**src/rtl/core/grayscale_sobel_edge_stream_core_defines.svh**
```systemverilog
// Assertion helpers for the Sobel edge stream core
`ifndef GRAYSCALE_SOBEL_EDGE_STREAM_CORE_DEFINES_SVH
`define GRAYSCALE_SOBEL_EDGE_STREAM_CORE_DEFINES_SVH
// implication checked each clock, off during reset
`define GSE_ASSERT_IMP(label, ante, cons) \
  label: assert property (@(posedge clk) disable iff (rst) (ante) |-> (cons)) \
    else $error("check failed");
// next-cycle implication
`define GSE_ASSERT_NEXT(label, ante, cons) \
  label: assert property (@(posedge clk) disable iff (rst) (ante) |=> (cons)) \
    else $error("check failed");
`endif

```
**src/rtl/core/gse_pkg.sv**
```systemverilog
package gse_pkg;
  localparam logic [0:0] OP_PIXEL = 1'b0;
  localparam logic [0:0] OP_FLUSH = 1'b1;
  localparam logic [0:0] REG_WIDTH  = 1'b0;
  localparam logic [0:0] REG_HEIGHT = 1'b1;
  localparam logic [7:0] PIX_MAX = 8'd255;

  typedef struct packed {
    logic       border;
    logic       last;
    logic [7:0] center;
  } gse_tag_t;
endpackage

```
**src/rtl/core/gse_mag.sv**
```systemverilog
// Sobel magnitude: kernels, square sum, then 11-step restoring square root over cycles.
module gse_mag (
  input  logic             clk,
  input  logic             rst,
  input  logic             start,
  input  logic [71:0]      win,
  output logic             busy,
  output logic             done,
  output logic [7:0]       edge_out
);
  import gse_pkg::*;

  logic signed [11:0] gx, gy;
  logic signed [11:0] ngx, ngy;
  logic [10:0] gxa, gya;
  logic [7:0]  w [9];
  logic [10:0] gxr, gyr;
  logic        sq_ph;
  logic [3:0]  step;

  always_comb begin
    for (int i = 0; i < 9; i++) w[i] = win[i*8 +: 8];
    gx = ($signed({4'd0, w[2]}) + 12'sd2 * $signed({4'd0, w[5]}) + $signed({4'd0, w[8]}))
       - ($signed({4'd0, w[0]}) + 12'sd2 * $signed({4'd0, w[3]}) + $signed({4'd0, w[6]}));
    gy = ($signed({4'd0, w[6]}) + 12'sd2 * $signed({4'd0, w[7]}) + $signed({4'd0, w[8]}))
       - ($signed({4'd0, w[0]}) + 12'sd2 * $signed({4'd0, w[1]}) + $signed({4'd0, w[2]}));
    ngx = -gx;
    ngy = -gy;
    gxa = gx[11] ? ngx[10:0] : gx[10:0];
    gya = gy[11] ? ngy[10:0] : gy[10:0];
  end

  // One root bit per cycle; square is below 2^21, sqrt below 2^11 but saturates at 255.
  logic [21:0] sqv;
  logic [23:0] rem2;
  logic [11:0] rt;
  logic [23:0] rem_sh;
  logic [23:0] trial;
  logic        fits;
  logic [11:0] rt_next;

  always_comb begin
    rem_sh = {rem2[21:0], sqv[21:20]};
    trial = {10'd0, rt, 2'b01};
    fits = rem_sh >= trial;
    rt_next = {rt[10:0], fits};
  end

  always_ff @(posedge clk) begin
    if (rst) begin
      busy <= 1'b0;
      done <= 1'b0;
      sq_ph <= 1'b0;
    end else begin
      done <= 1'b0;
      if (start) begin
        busy <= 1'b1;
        sq_ph <= 1'b1;
        gxr <= gxa;
        gyr <= gya;
      end else if (sq_ph) begin
        sq_ph <= 1'b0;
        sqv <= ({11'd0, gxr} * {11'd0, gxr}) + ({11'd0, gyr} * {11'd0, gyr});
        rem2 <= 24'd0;
        rt <= 12'd0;
        step <= 4'd0;
      end else if (busy) begin
        rem2 <= fits ? rem_sh - trial : rem_sh;
        rt <= rt_next;
        sqv <= {sqv[19:0], 2'b00};
        step <= step + 4'd1;
        if (step == 4'd10) begin
          busy <= 1'b0;
          done <= 1'b1;
          edge_out <= (rt_next > 12'd255) ? 8'd0 : PIX_MAX - rt_next[7:0];
        end
      end
    end
  end
endmodule

```
**config.mk**
```make
export PLATFORM = sky130hd
export DESIGN_NAME = gse_mag
export DESIGN_NICKNAME = d
export VERILOG_FILES = /design/src/rtl/core/grayscale_sobel_edge_stream_core_defines.svh /design/src/rtl/core/gse_pkg.sv /design/src/rtl/core/gse_mag.sv
export SDC_FILE = /design/constraint.sdc
export NUM_CORES = 1
export LEC_CHECK = 0
export ABC_AREA = 1
export BUFFER_PORTS_ARGS = -buffer_cell sky130_fd_sc_hd__buf_2
export CAP_MARGIN = 20
export CORE_MARGIN = 4
export CORE_UTILIZATION = 55
export CTS_CLUSTER_DIAMETER = 150
export DETAILED_ROUTE_END_ITERATION = 8
export PLACE_DENSITY = 0.7
export RECOVER_POWER = 50
export SYNTH_ARGS = -nofsm -noshare
export SYNTH_HDL_FRONTEND = slang
export SYNTH_SLANG_ARGS = --single-unit
```
**constraint.sdc**
```tcl
create_clock -name clk -period 7.5 [get_ports clk]
set_clock_uncertainty 0.1 [all_clocks]
set_input_delay 0 -clock clk [delete_from_list [all_inputs] [get_ports clk]]
set_output_delay 0 -clock clk [all_outputs]
set_load 0.005 [all_outputs]
```
Word-level counts from Yosys, hierarchy flattened
Cells that the tools add are included.
{"block": "classes", "reduce_logical": 5, "eq_ne": 2, "mul": 2, "addsub": 16, "n_bitwise": 4, "mux": 14, "magnitude_cmp": 2}
{"operator": "$mux W22", "n": 4}
{"operator": "$add A10 B8 Y11", "n": 4}
{"operator": "$mul A11 B11 Y22", "n": 2}
{"operator": "$add A8 B9 Y10", "n": 4}
{"operator": "$ge A24 B14 Y1", "n": 1}
{"operator": "$sub A11 B11 Y12", "n": 2}
{"operator": "$add A22 B22 Y22", "n": 1}
{"operator": "$mux W11", "n": 2}
{"operator": "$neg A11 Y11", "n": 2}
{"operator": "$sub A22 B14 Y22", "n": 1}
{"operator": "$gt A12 B8 Y1 const B", "n": 1}
{"operator": "$mux W12", "n": 1}
{"operator": "$sub A8 B8 Y8 const A", "n": 1}
{"operator": "$mux W1", "n": 6}
{"operator": "$reduce_and A5 Y1", "n": 1}
{"operator": "$add A4 B1 Y4 const B", "n": 1}
{"operator": "$eq A4 B4 Y1 const B", "n": 1}
{"operator": "$mux W4", "n": 1}
{"operator": "$not A1 Y1", "n": 4}
{"operator": "$reduce_or A4 Y1", "n": 1}
{"operator": "$reduce_and A3 Y1", "n": 1}
{"operator": "$ne A2 B2 Y1 const B", "n": 1}
{"operator": "$reduce_and A2 Y1", "n": 1}
{"operator": "$reduce_bool A2 Y1", "n": 1}
{"block": "totals", "wordCells": 55, "output_inout_bits": 10, "register_bits": 93}

Depth between registers and ports, before layout
{"block": "depth", "depth_word": 5, "mapped_depth": 27, "ltp_nobuf": 26}

Worst setup path before layout
Ideal clock, no wire load.
{"block": "synth_timing", "kind": "reg-to-reg", "start": "reg gyr[2]", "end": "reg sqv[10], data pin", "arrival_time_ps": 5731, "path_stages_with_launch": 22, "slack_ps": 1415, "cell_sequence": "edfxtp_1 > clkbuf_1 > nand2_1 > fa_1 > inv_1 > fa_1 > inv_1 > fa_1 > inv_1 > fa_1 > fa_1 > fa_1 > inv_1 > fa_1 > inv_1 > ha_1 > a21o_1 > nor2_1 > o21ai_0 > or2_2 > nand3_1 > nand2_1"}
{"block": "synth_via", "elab_chain_cells": 3}
{"item": "start: declaration", "line": "gse_mag.sv:17", "source": "logic [10:0] gxr, gyr;"}
{"item": "start signal: assignment", "line": "gse_mag.sv:60", "source": "gyr <= gya;"}
{"item": "$mul A11 B11 Y22", "line": "gse_mag.sv:63", "source": "sqv <= ({11'd0, gxr} * {11'd0, gxr}) + ({11'd0, gyr} * {11'd0, gyr});"}
{"item": "$add A22 B22 Y22", "line": "gse_mag.sv:63"}
{"item": "$mux W22", "line": "gse_mag.sv:61", "source": "end else if (sq_ph) begin"}
{"item": "end signal: assignment", "line": "gse_mag.sv:63"}
{"item": "end signal: assignment", "line": "gse_mag.sv:70", "source": "sqv <= {sqv[19:0], 2'b00};"}
{"item": "end: declaration", "line": "gse_mag.sv:34", "source": "logic [21:0] sqv;"}
Every way passes these cells.
A chain may end at the register's enable or synchronous reset.

Final worst setup path
{"block": "layout_timing", "start": "reg gyr[2]", "end": "reg sqv[18], data pin"}
Same word-level chain as after synthesis.

==> implementation parameters <==
Parameter                              Value

Detailed routing
  Post-detailed-route via-to-cell ratio ... 4.99
  DR WL/cell ... 13.5 um
  Antenna viol nets, final ... 0
  Count of routing violations after the opening detailed-route iteration ... around 500
  First-pass iteration count of the detailed router ... 6
  Number of remaining DRC errors ... 0
  Count of vias placed by the detailed router ... 11300
  Total wirelength of the detailed-routed design ... slightly above 30000 um

Job
  Max capacitance violation total ... 2

Place
  Buffers on Ports ... 76
  Final weighted congestion in routability-driven placement ... a little over 0.9
  Half-perimeter wire length after detailed placement ... between 20000 and 30000 um

Critical path
  CP max-delay cell ... edfxtp_1
  Worst Path Class, Setup ... flip-flop to flip-flop
  Cell repeated most along the worst path ... fa_1
  Max stage delay on crit path ... 690 ps
  Worst endpoint required time ... 7510 ps
  Crit. End Element ... flip-flop
  List of cells traversed by the critical path ... nand2_1 > xor2_1 > ha_1 > o21bai_1 > fa_1 > inv_1 > fa_1 > inv_1 > fa_1 > fa_1 > fa_1 > inv_1 > fa_1 > inv_1 > ha_1 > nand3_1 > o21ai_0 > nand3_1 > nand2_1 > nand2_1 > nand3_1 > nand2_1
  Path depth of the worst reg2reg path ... 22
  Highest fanout seen on the critical path ... 13
  Critical path data arrival time ... 6540 ps
  Startpoint type of the worst setup path ... flip-flop

Final layout
  Multi-input combinational cell area ... 10100 sq um
  Most common cell after layout, fill and taps aside ... inv_1
  Diode count ... 0
  Area delta synth->final ... 6.48%
  Number of nets at the end of the flow ... around 2400
  Fillers ... about 2400
  Area used by sequential logic in the layout ... approximately 2800 sq um
  Most frequent cells in the layout ... inv_1 (516), nand2_1 (464), fa_1 (223), ha_1 (142), nor2_1 (140)
  Layout cell share with drive strength beyond 1 ... 0.0549
  Post-layout utilization of the core ... 0.593

Synth
  Post-synthesis net count ... between 2000 and 2500
  Total standard cell area after synthesis ... 14900 sq um
  FFs w/ async S/R, synth ... 0
  Proportion of synthesized chip area in sequential cells ... 0.185
  Syn_area_per_cell ... 8.00 sq um
  Synth warnings ... 0
  Number of distinct standard cells referenced by the synthesized netlist ... 37
  Count of state elements after synthesis ... 93
  Dominant synthesized flop cell ... edfxtp_1
  Number of enable flip-flop cells after synthesis ... 90
  Post-Synthesis Cells ... 1866

CTS
  Clock tree from TritonCTS ... done
  Maximum number of buffers from clock root to sink ... 2
  Root Buffer Master ... clkbuf_16
  # resized after CTS ... 0
  Clock H-tree levels ... 3
  Clk sink count ... 93
  CTS clk-pin slew, worst paths ... 70 ps
  Clock latency at the later pin of the worst-skew pair ... 360 ps
  Cts bufs inserted ... 9

Timing
  Number of pins with negative max-slew slack in the final report ... 109
  Final min period ... 6530 ps
  Peak clock frequency supported by timing ... 153 MHz
  Final setup violation count ... 0
  Hold violation total from the final report ... 0
  Unrepaired setup endpoints after global routing ... false
  Final critical-path share of the clock period ... 0.871
  Post-route setup TNS ... 0 ps
  Transition time of the tightest slew-check pin ... 3330 ps
  Slew headroom ... -1.22

Die
  Width of the die ... 173 um
  Die height ... 173 um
  Num rows ... 60
  Io pins ... 85
  Die Outline Area ... 29800 sq um
  Initial standard-cell utilization of the core ... 0.557
  Placeable Area ... 26800 sq um

Outcome
  Violations in the final reports ... max-capacitance violations, max-slew violations
  Result of the run ... finished, violations left

Global route
  Residual overflow from global routing ... 0
  Wire length of the first global-routing pass ... roughly 54000 um
  Pin count of the biggest net entering global routing ... 61
  Total global-route track usage ... 0.217
  Most used routing layer ... met2
  Fraction of met1 tracks used by global routing ... 0.276
  Met3 capacity usage during global routing ... 0.0234
  Via count of the first global-routing pass ... 12000
  Met2 demand-to-capacity share in global routing ... 0.396
  Antenna violations before repair ... 0

Min path
  Instance count along the most critical hold path ... 3
  Class of the worst hold path ... input pin to flip-flop
==> worst paths after layout <==
path / startpoint / end / slack, ps
max: gyr[2]$_DFFE_PP_ / sqv[18]$_DFFE_PP_ / 970
min: win[1] / gyr[0]$_DFFE_PP_ / 120
max reg2reg: gyr[2]$_DFFE_PP_ / sqv[18]$_DFFE_PP_ / 970
min reg2reg: sqv[0]$_SDFFCE_PN0P_ / sqv[2]$_DFFE_PP_ / 420
==> through the flow <==
| step | hold WS [ps] | instances | setup WS (ps) | area [sq um] |
|---|---|---|---|---|
| after global routing | 152 | 2271 | 578 | 15900 |
| after CTS | 115 | 2271 | 970 | 15900 |
| after floorplan | -27.6 | 1866 | 1420 | 14900 |
| after global placement | 130 | 2252 | 1020 | 15600 |
| final | 116 | 2271 | 970 | 15900 |
| after detailed placement | 136 | 2252 | 963 | 15600 |
==> state kept, by name (all words and copies together) (netlist names) <==
name,flops
gxr,11
gyr,11
rt,12
step,4
rem2,22
sqv,22
sq_ph,1
edge_out,8
done,1
busy,1
==> final cells by class <==
| cell class | count | share of cell area |
|---|---|---|
| clock buffers | 10 | 0.0144 |
| clock inverters | 6 | 0.00291 |
| inverters | 522 | 0.123 |
| multi-input cells | 1217 | 0.633 |
| flip-flops and latches | 93 | 0.174 |
| well taps | 341 | 0.0269 |
| repair buffers | 82 | 0.0257 |
==> synth_stat cells, types with 2 or more instances <==
| library cell | count | area, sq um |
|---|---|---|
| nor2_2 | 5 | 31.3 |
| clkbuf_1 | 26 | 97.6 |
| nand3_1 | 70 | 350 |
| a21o_1 | 3 | 22.5 |
| buf_2 | 2 | 10.0 |
| o21ai_1 | 7 | 35.0 |
| inv_1 | 516 | 1940 |
| ha_1 | 142 | 1780 |
| nand3_2 | 2 | 20.0 |
| dfxtp_1 | 3 | 60.1 |
| nor2_4 | 2 | 22.5 |
| xor2_1 | 22 | 193 |
| nand3b_1 | 15 | 113 |
| o21ai_0 | 20 | 100 |
| buf_6 | 2 | 22.5 |
| buf_1 | 3 | 11.3 |
| a31oi_1 | 4 | 25.0 |
| and2_1 | 5 | 31.3 |
| nand2_1 | 464 | 1740 |
| nand4_1 | 18 | 113 |
| inv_2 | 5 | 18.8 |
| fa_1 | 223 | 4460 |
| edfxtp_1 | 90 | 2700 |
| o21a_1 | 2 | 15.0 |
| xnor2_1 | 17 | 149 |
| nor3_1 | 8 | 40.0 |
| or2_2 | 7 | 43.8 |
| o21bai_1 | 3 | 22.5 |
| nor2_1 | 140 | 526 |
| a21oi_1 | 33 | 165 |
==> metal layers <==
metal,part of all wire,wire length [um],vias to the layer above
li1,-,-,5628
met1,0.43,13100,5418
met2,0.51,15700,225
met3,0.036,1090,53
met4,0.024,738,0
met5,0,0,-
==> critical path: cells and delay by family (launching register included) <==
kind	cells	cell delay, ps
simple gates	7	800
compound gates	2	580
xor+xnor	1	210
fa+ha+maj	8	3700
flops	1	690
buf+inv	4	220
==> timing repair <==
item / CTS / global route
setup endpoints to repair: 0 / 0
hold buffers: 3 / 0
endpoints found under the hold margin: 3 / 0
buffers inserted: 0 / 0
==> cell families (layout without fill, tap and decap cells) <==
group / count (synthesis) / after routing / share of synthesized area
XOR/XNOR: 39 / 39 / 0.0229
adder cells (fa/ha/maj): 365 / 365 / 0.418
AO/OA/AOI/OAI: 74 / 74 / 0.0269
flip-flops: 93 / 93 / 0.185
buffers and inverters: 556 / 620 / 0.141
AND/OR/NAND/NOR: 739 / 739 / 0.206
Power is left out: the tool's default activity adds up to more than one toggle a clock period on the data nets, which glitch-free logic cannot reach.
